$ cat src/mpq_pkg.sv
package mpq_pkg;

  // Number of cells in the sorted row.
  localparam int DEPTH = 128;
  // Width of the internal entry count (must be able to hold DEPTH itself).
  localparam int CNT_W = $clog2(DEPTH + 1);
  localparam int VAL_W = 32;
  localparam int CNT_OUT_W = 8;

  // Command codes carried on the input tuser.
  typedef enum logic [1:0] {
    CMD_INSERT = 2'd0,
    CMD_DELETE = 2'd1,
    CMD_PEEK   = 2'd2
  } cmd_t;

  // Status codes carried on the output tuser.
  typedef enum logic [1:0] {
    ST_OK       = 2'd0,
    ST_OVERFLOW = 2'd1,
    ST_EMPTY    = 2'd2
  } status_t;

  // Data reported when the queue is empty.
  localparam logic signed [VAL_W-1:0] DATA_EMPTY = '1;

  // Operation broadcast to every cell in a cycle.
  typedef struct packed {
    logic                    ins;
    logic                    del;
    logic signed [VAL_W-1:0] value;
  } mpq_op_t;

  // What a cell shows to its neighbors.
  typedef struct packed {
    logic                    valid;
    logic signed [VAL_W-1:0] value;
    logic                    new_before;
  } mpq_link_t;

  localparam mpq_link_t LINK_NONE = '{valid: 1'b0, value: '0, new_before: 1'b0};

endpackage

$ cat src/mpq_cell.sv
module mpq_cell
  import mpq_pkg::*;
(
  input  logic      clk,
  input  logic      rst_n,
  input  mpq_op_t   op,
  input  mpq_link_t left_i,
  input  mpq_link_t right_i,
  output mpq_link_t cell_o
);

  logic                    valid_r, valid_nxt;
  logic signed [VAL_W-1:0] value_r, value_nxt;
  logic                    new_before;

  // The new value lands at or before this cell if the cell is empty or holds a larger value.
  assign new_before = !valid_r || (op.value < value_r);

  assign cell_o = '{valid: valid_r, value: value_r, new_before: new_before};

  // Insert pushes the row right from the landing slot; delete pulls everything left.
  always_comb begin
    valid_nxt = valid_r;
    value_nxt = value_r;
    if (op.ins) begin
      if (left_i.new_before) begin
        valid_nxt = left_i.valid;
        value_nxt = left_i.value;
      end else if (new_before) begin
        valid_nxt = 1'b1;
        value_nxt = op.value;
      end
    end else if (op.del) begin
      valid_nxt = right_i.valid;
      value_nxt = right_i.value;
    end
  end

  // Occupancy flag is control state and is cleared on reset.
  always_ff @(posedge clk) begin
    if (!rst_n) begin
      valid_r <= 1'b0;
    end else begin
      valid_r <= valid_nxt;
    end
  end

  // Stored value needs no reset; it is only read while the cell is occupied.
  always_ff @(posedge clk) begin
    value_r <= value_nxt;
  end

endmodule

$ cat config.mk
export PLATFORM = sky130hd
export DESIGN_NAME = mpq_cell
export DESIGN_NICKNAME = d
export VERILOG_FILES = /design/src/mpq_pkg.sv /design/src/mpq_cell.sv
export SDC_FILE = /design/constraint.sdc
export NUM_CORES = 1
export LEC_CHECK = 0
export ABC_AREA = 1
export BUFFER_PORTS_ARGS = -buffer_cell sky130_fd_sc_hd__buf_2
export CAP_MARGIN = 20
export CORE_ASPECT_RATIO = 1.5
export CORE_MARGIN = 3
export CORE_UTILIZATION = 41
export CTS_CLUSTER_DIAMETER = 50
export DETAILED_ROUTE_END_ITERATION = 6
export GPL_TIMING_DRIVEN = 0
export HOLD_SLACK_MARGIN = 0.02
export PLACE_DENSITY_LB_ADDON = 0.05
export SLEW_MARGIN = 20
export SYNTH_ARGS = -nofsm -noshare
export SYNTH_HDL_FRONTEND = slang
export SYNTH_SLANG_ARGS = --single-unit
$ cat constraint.sdc
create_clock -name clk -period 2.65 [get_ports clk]
set_input_delay 0.53 -clock clk [delete_from_list [all_inputs] [get_ports clk]]
set_output_delay 0.53 -clock clk [all_outputs]
set_load 0.05 [all_outputs]
==> metrics, run 1 <==
status completed; DRT Pass-1 Iters 4; register area 981 sq um; Final setup viols 0; DR vias approximately 2,700; Worst-path clk slew 0.07 ns; Worst EP required 2.12 ns; Clk Latency, worst-skew pair roughly 0.29 ns; worst hold path class input port to register; final std cells w/o fill about 550; max-cap violation count 0; initial core utilization 0.432; worst reg-to-reg path cell count 13; Final Max Slew Viols 0; Setup TNS 0 ns; Synth top area share 0.374; synth top area cells edfxtp_1 37%, ha_1 15%, nand2_1 14%; # DRC 0; final worst slack 0.0920 ns; CTS buffer count 5; RePlAce Congestion 0.790; I/O pin count 138; # port buffers roughly 130; Routed Antenna Nets 0; CTS HTree Levels 2; Antenna Diode Count 0; post-synthesis cell count 331; row cnt 34; fraction of layout instances using a drive strength above 1 0.387; area delta synth->final 39.5%; syn avg cell area 7.76 sq um; initial antenna violation count 0; WL final 7.39 mm; Final Hold Viols 0; Root Buffer clkbuf_8; WS Path Type register to output port; Period minus WS final 2.56 ns; Vias per Instance 4.86; critical path startpoint value_r[14]; WHS roughly 0.52 ns; power density cells 500 mW/mm^2; Chip Height 103 microns; fill count slightly below 600; Mapped Area 0.00257 sq mm; first-pass GRT wire length around 12 mm; clock sinks 33; cell taking the most area after synthesis edfxtp_1; most frequent cells in the layout 135 x buf_2, 96 x nand2_1, 66 x nand3_1; dpl cells approximately 540; sequential share of the synthesized area 0.382; maximum vdd ir drop 0.000394 V; FF-to-FF Start value_r[25]; CP arrival 2.03 ns; Final nets 610; Core Box Area 0.00596 sq mm; WL per Instance approximately 13 microns; Setup WS pre-CTS -0.396 ns; leakage power figure roughly 1.9 nW; f_max 391 MHz; Iteration-0 DRC Markers between 90 and 100; #FFs+latches synth 33; Net Count, Synth 466; clk_skew 0.00542 ns; largest net degree at the start of global routing 17; Tcrit/Tclk final 0.965; HPWL Detailed 5.63 mm; worst-path fanout max 2; Relative slew margins 0.660; Worst setup EP type output port; RSZ-0062 raised after global routing true; area of the multi-input gates 0.00146 sq mm; Die X-Extent 70.6 microns; Startpoint Class register; placed inst area 0.00333 sq mm; final global-route overflow total 0; post-route cell area around 0.0036 sq mm; CTS tree done; reg-to-reg slack, setup 0.33 ns; GRT Total Usage 0.200; Distinct cells, synth 26; crit path to cell_o[0]; vias in the first global route 2,615; Worst Tran Pin Value 0.510 ns; Yosys Warn Count 0; r2r endpoint value_r[19]; die footprint 0.00727 sq mm; CTS max path bufs 2; commonest non-fill, non-tap cell in the layout buf_2
## logic make-up (layout without fill, tap and decap cells)
kind of cell,Yosys count,after routing,share of synthesized area
AND/OR/NAND/NOR,186,186,0.328
buffers and inverters,61,206,0.0930
flip-flops,33,33,0.382
adder cells (fa/ha/maj),31,31,0.151
AO/OA/AOI/OAI,19,19,0.0433
XOR/XNOR,1,1,0.00341
## cell usage after synthesis (all sizes together)
cell type and number:
ha 31, nand4 2, edfxtp 32, xor2 1, o22ai 1, a21oi 14, nand3 69, nand3b 1
clkbuf 7, nor2 11, nand2 101, o21ai 4, buf 9, dfxtp 1, inv 45, nor3 2
## sequential cells by signal (all words and copies together), names as in the netlist
signal   flops
valid_r      1
value_r     32
## worst max-delay path, stage by stage, from the launching register on
cell and delay [ns]:
edfxtp_1 0.34, inv_1 0.07, ha_4 0.28, nand2_4 0.05, inv_2 0.05, nand3_2 0.08, nor3_2 0.15, nand2_1 0.06
nand2_1 0.09, nand2_2 0.07, nand2_2 0.08, xor2_1 0.16, nand2_1 0.10, buf_8 0.16
## final cells by class
| cell class | count | area share |
|---|---|---|
| buffer | 15 | 0.0175 |
| clock buffer | 6 | 0.0202 |
| clock inverter | 2 | 0.00279 |
| inverter | 45 | 0.0482 |
| multi-input combinational | 237 | 0.407 |
| sequential | 33 | 0.274 |
| tap | 72 | 0.0251 |
| timing repair buffer | 137 | 0.203 |
| timing repair inverter | 1 | 0.00209 |
## report_power, final
part | total (W) | switching, W | internal, W
registers | 0.000673 | 0.0000285 | 0.000645
clock network | 0.000379 | 0.000197 | 0.000182
logic | 0.000739 | 0.000485 | 0.000254
## metal layers
metal  wire (microns)  part of all wire  track usage  vias to the layer above
met5                0                 0            0                        -
met4               97             0.013       0.0608                        0
met3              478             0.065       0.0371                        8
met2             3910              0.53        0.371                       90
met1             2910              0.39        0.232                     1180
li1                 -                 -            -                     1385
## through the flow
stage	power, W	utilization
final	0.00179	0.602
after global routing	0.00190	0.602
after CTS	0.00176	0.582
after detailed placement	0.00137	0.560
after global placement	0.00136	0.560
after floorplan	0.00116	-
## repair_timing
action | in CTS | in global routing
setup endpoints to repair | 33 | 33
gates resized for setup | 10 | 13
buffers inserted | 0 | 3
pin swaps | 2 | 14
hold buffers | 0 | 0
gates cloned | 1 | 0
hold endpoints to repair | 0 | 0
## worst min-delay path by stage
stage	start	to	depth (start not counted)
2_1_floorplan	valid_r	valid_r	4
3_3_place_gp	valid_r	valid_r	4
3_5_place_dp	valid_r	valid_r	4
4_1_cts	rst_n	valid_r	5
5_1_grt	right_i[24]	value_r[23]	3
6_report	rst_n	valid_r	5
(Power assumes the default switching activity.)
==> run 2: changes to the inputs <==
- REMOVE_ABC_BUFFERS: not set -> 1
==> metrics, run 2 (synthesis results as in run 1) <==
area delta synth->final 31.3%; GRT Total Usage 0.201; Worst EP required 2.12 ns; # DRC 0; worst reg-to-reg path cell count 13; Hold Path Sink valid_r; WL final 7.10 mm; # port buffers ~140; WHS 0.511 ns; max reg flops 32; maximum vdd ir drop 0.000326 V; combinational share of power 0.391; first-pass GRT wire length 11.6 mm; DRT Pass-1 Iters 4; row cnt 34; Root Buffer clkbuf_8; Crit path largest cell delay 0.39 ns; most flop-heavy register value_r; vias in the first global route 2,500; Iteration-0 DRC Markers 132; DR vias 2,613; Period minus WS final 2.57 ns; Startpoint Class register; fill count about 620; WHS Path Cells 5; FF-to-FF Start value_r[5]; WS Path Type register to output port; Die X-Extent between 70 and 80 microns; Relative slew margins 0.443; I/O pin count 138; CTS tree done; top cell family by delay on the critical path simple AND/OR/NAND/NOR gates; Worst Tran Pin Value approximately 0.83 ns; Core Box Area about 0.0060 sq mm; initial antenna violation count 0; placed inst area ~0.0033 sq mm; Clk Latency, worst-skew pair approximately 0.28 ns; worst hold path class input port to register; f_max 389 MHz; Antenna Diode Count 0; critical path's most frequent cell nand2_1; CP max stage cell edfxtp_1; Final Max Slew Viols 0; CTS max path bufs 2; Chip Height 103 microns; Worst-path clk slew 0.07 ns; fraction of layout instances using a drive strength above 1 0.354; status completed; Final Hold Viols 0; CP Depth 13; initial core utilization 0.432; clock share of power 0.215; max-cap violation count 0; clock sinks 33; Vias per Instance 4.90; Routed Antenna Nets 0; critical path buffer and inverter count 2; biggest regs value_r x32, valid_r x1; part of the power in registers 0.394; post-route cell area 0.00337 sq mm; switching part of the total 0.394; critical path startpoint value_r[5]; most frequent cells in the layout 134 x buf_2, 97 x nand2_1, 68 x nand3_1; WL per Instance 13.3 microns; final global-route overflow total 0; CTS HTree Levels 2; Tcrit/Tclk final 0.970; leakage power figure 1.84 nW; min-delay src rst_n; RePlAce Congestion approximately 0.76; Worst setup EP type output port; worst-path fanout max 2; crit-path cells inv_1, ha_1, a21oi_1, nor2_1, nor3_2, nand2_1, nand2_1, nand2_1, nand2_2, nand2_2, xor2_1, nand2_1, clkbuf_4; largest net degree at the start of global routing 37; Final setup viols 0; commonest non-fill, non-tap cell in the layout buf_2; Final nets 595; P_sw 0.000671 W; area of the multi-input gates ~0.0014 sq mm; HPWL Detailed a little over 5 mm; CTS buffer count 5; clk_skew 0.00387 ns; CP arrival around 2.0 ns; register area 981 sq um; r2r endpoint value_r[20]; power density cells 505 mW/mm^2; reg-to-reg slack, setup 0.38 ns; hold bufs inserted after CTS 0; die footprint roughly 0.0073 sq mm; RSZ-0062 raised after global routing true; Power Internal 0.00103 W
[run 2: how the worst max path moves through the flow]
stage	end	slack, ns
final	cell_o[0]	0.08
after CTS	cell_o[0]	0.0009
after global routing	cell_o[0]	-0.12
after global placement	value_r[3]	-1.15
after detailed placement	value_r[3]	-0.77
after floorplan	value_r[0]	-0.12
[run 2: worst register-to-register path: cells and delay by family (launching register included)]
| kind | cells | cell delay, ns |
|---|---|---|
| AOI/OAI and AO/OA | 1 | 0.15 |
| adders and majority gates | 1 | 0.23 |
| buffers and inverters | 2 | 0.41 |
| DFF | 1 | 0.39 |
| and+or+nand+nor | 9 | 0.73 |
[run 2: layer usage]
metal  routed length (microns)  vias up  track usage
met5                         0        -            0
li1                          -     1356            -
met2                      3870       78        0.394
met1                      2730     1174        0.220
met3                       433        5       0.0390
met4                        68        0       0.0478
[run 2: through the flow]
stage	cells	setup slack, ns	power, W	setup TNS, ns	util
final	533	0.0782	0.00170	0	0.566
after global routing	533	-0.120	0.00182	-0.120	0.566
after CTS	533	0.000916	0.00173	0	0.565
after detailed placement	523	-0.772	0.00135	-29.09	0.549
after global placement	523	-1.15	0.00134	-40.43	0.549
after floorplan	315	-0.118	0.00114	-3.79	-
[run 2: repair_timing]
item | CTS | global route
gates cloned | 1 | 0
buffers inserted | 1 | 0
gates resized for setup | 0 | 4
endpoints found under the hold margin | 0 | 0
pin swaps | 1 | 0
endpoints found under the setup margin | 32 | 46
[run 2: final cells by class]
cell class,instances,area share
Multi-Input combinational cell,238,0.402
Sequential cell,33,0.291
Timing Repair Buffer,137,0.205
Inverter,45,0.0508
Tap cell,72,0.0267
Clock buffer,5,0.0204
Clock inverter,3,0.00371
[run 2: power groups by stage]
stage | Clock, W | Sequential (W) | Combinational (W)
finish | 0.000367 | 0.000671 | 0.000666
floorplan | 0 | 0.000885 | 0.000251
detailed placement | 0 | 0.000684 | 0.000666
global route | 0.000400 | 0.000679 | 0.000740
global placement | 0 | 0.000682 | 0.000659
CTS | 0.000384 | 0.000672 | 0.000673
==> run 3: changes to the inputs <==
- PLACE_DENSITY: not set -> 0.77
- PLACE_DENSITY_LB_ADDON: 0.05 -> not set
==> metrics, run 3 (synthesis results as in run 1) <==
CP arrival 2.06 ns; Root Buffer clkbuf_8; worst hold path class input port to register; # port buffers 136; initial core utilization 0.432; Worst EP required 2.12 ns; WL per Instance 13.6 microns; CTS tree done; Startpoint Class register; die footprint 0.00727 sq mm; area delta synth->final 33.4%; register area 981 sq um; leakage power figure roughly 1.9 nW; DRT Pass-1 Iters 4; Die X-Extent 70.6 microns; Final nets 598; fraction of layout instances using a drive strength above 1 0.373; CP max stage cell edfxtp_1; maximum vdd ir drop a little under 0.0003 V; HPWL Detailed 5.25 mm; hold bufs inserted after CTS 0; Chip Height 103 microns; post-route cell area 0.00343 sq mm; WS Path Type register to output port; Final setup viols 0; DR vias roughly 2,700; worst-path fanout max 2; P_sw 0.000687 W; fill count between 500 and 600; Period minus WS final roughly 2.6 ns; power density cells 508 mW/mm^2; commonest non-fill, non-tap cell in the layout buf_2; CTS buffer count 5; Tcrit/Tclk final 0.979; Routed Antenna Nets 0; most flop-heavy register value_r; largest net degree at the start of global routing 37; RSZ-0062 raised after global routing true; Vias per Instance 4.97; max reg flops 32; critical path startpoint value_r[19]; Core Box Area 0.00596 sq mm; part of the power in registers 0.386; status completed; crit path to cell_o[0]; most frequent cells in the layout 135 x buf_2, 96 x nand2_1, 67 x nand3_1; Worst setup EP type output port; clock share of power 0.214; Clk Latency, worst-skew pair approximately 0.28 ns; FF-to-FF Start value_r[19]; combinational share of power 0.400; Power Internal ~0.0011 W; area of the multi-input gates 0.00138 sq mm; clk_skew about 0.0054 ns; biggest regs value_r x32, valid_r x1; switching part of the total 0.395; clock sinks 33; Worst Tran Pin Value 0.788 ns; GRT Total Usage 0.198; critical path's most frequent cell nand2_1; I/O pin count 138; CTS max path bufs 2; Antenna Diode Count 0; Core Util, Final 0.576; max-cap violation count 0; reg-to-reg slack, setup between 0.3 and 0.4 ns; RePlAce Congestion 0.812; CTS HTree Levels 2; initial antenna violation count 0; Final Max Slew Viols 0; worst reg-to-reg path cell count 11; Crit path largest cell delay 0.39 ns; first-pass GRT wire length 11.4 mm; # DRC 0; placed inst area 0.00327 sq mm; f_max approximately 390 MHz; r2r endpoint value_r[16]; vias in the first global route 2,551; Relative slew margins 0.474; final global-route overflow total 0; crit-path cells inv_1, ha_1, a21oi_1, o21ai_1, nand2_1, nand3_1, a21oi_2, nand2_2, xor2_1, nand2_1, buf_6; row cnt 34; Iteration-0 DRC Markers between 90 and 100; Worst-path clk slew 0.07 ns; WL final 7.30 mm; Final Hold Viols 0
==> run 3: cell types whose count changed in the layout (fill, tap and decap cells not counted), moves of 2 or more <==
cell / before / now
a21oi_2: 4 / 6
clkinv_1: 2 / 0
a21oi_1: 10 / 8
buf_4: 1 / 4
clkbuf_4: 2 / 0
==> run 3: metrics by stage <==
| step | power, W | TNS, ns | setup WS [ns] | hold WS [ns] | std cells |
|---|---|---|---|---|---|
| after floorplan | 0.00114 | -3.79 | -0.118 | 0.707 | 315 |
| after global placement | 0.00133 | -31.41 | -0.979 | 0.617 | 523 |
| after detailed placement | 0.00135 | -23.35 | -0.673 | 0.613 | 523 |
| after CTS | 0.00173 | 0 | 0.0269 | 0.523 | 533 |
| after global routing | 0.00185 | -0.107 | -0.107 | 0.542 | 536 |
| final | 0.00174 | 0 | 0.0567 | 0.529 | 536 |
==> run 3: worst min-delay path by stage <==
| stage | end | from | cells after the start | slack [ns] |
|---|---|---|---|---|
| after floorplan | valid_r | rst_n | 4 | 0.71 |
| after global placement | valid_r | valid_r | 4 | 0.62 |
| after detailed placement | valid_r | valid_r | 4 | 0.61 |
| after CTS | value_r[2] | right_i[3] | 3 | 0.52 |
| after global routing | value_r[15] | right_i[16] | 3 | 0.54 |
| final | valid_r | rst_n | 5 | 0.53 |
==> run 3: power groups by stage <==
| stage | Clock (W) | Combinational [W] | Sequential, W |
|---|---|---|---|
| after floorplan | 0 | 0.000251 | 0.000885 |
| after detailed placement | 0 | 0.000668 | 0.000685 |
| after global placement | 0 | 0.000653 | 0.000682 |
| after global routing | 0.000406 | 0.000766 | 0.000680 |
| final | 0.000372 | 0.000696 | 0.000673 |
| after CTS | 0.000384 | 0.000676 | 0.000674 |
==> run 3: area by class of cell <==
class / count / area share
well taps: 72 / 0.0263
inverters: 45 / 0.0507
multi-input cells: 238 / 0.404
repair buffers: 140 / 0.209
flip-flops and latches: 33 / 0.286
clock buffers: 6 / 0.0212
clock inverters: 2 / 0.00292
==> run 3: timing repair <==
| action | CTS | global route |
|---|---|---|
| setup endpoints to repair | 33 | 33 |
| pin swaps | 1 | 5 |
| setup buffers | 1 | 3 |
| resized for setup | 1 | 12 |
| gates cloned | 1 | 0 |
| endpoints found under the hold margin | 0 | 0 |
==> run 3: routing by layer <==
| layer | wire [microns] | GRT usage | vias to the layer above |
|---|---|---|---|
| li1 | - | - | 1361 |
| met1 | 2710 | 0.214 | 1200 |
| met2 | 4100 | 0.392 | 91 |
| met3 | 351 | 0.0215 | 10 |
| met4 | 128 | 0.0724 | 0 |
| met5 | 0 | 0 | - |
==> run 3: worst max-delay path: cells and delay by family (launching register included) <==
| family | cells | cell delay, ns |
|---|---|---|
| compound gates | 3 | 0.42 |
| buf+inv | 2 | 0.24 |
| xor+xnor | 1 | 0.16 |
| flops | 1 | 0.39 |
| simple gates | 4 | 0.34 |
| fa+ha+maj | 1 | 0.23 |
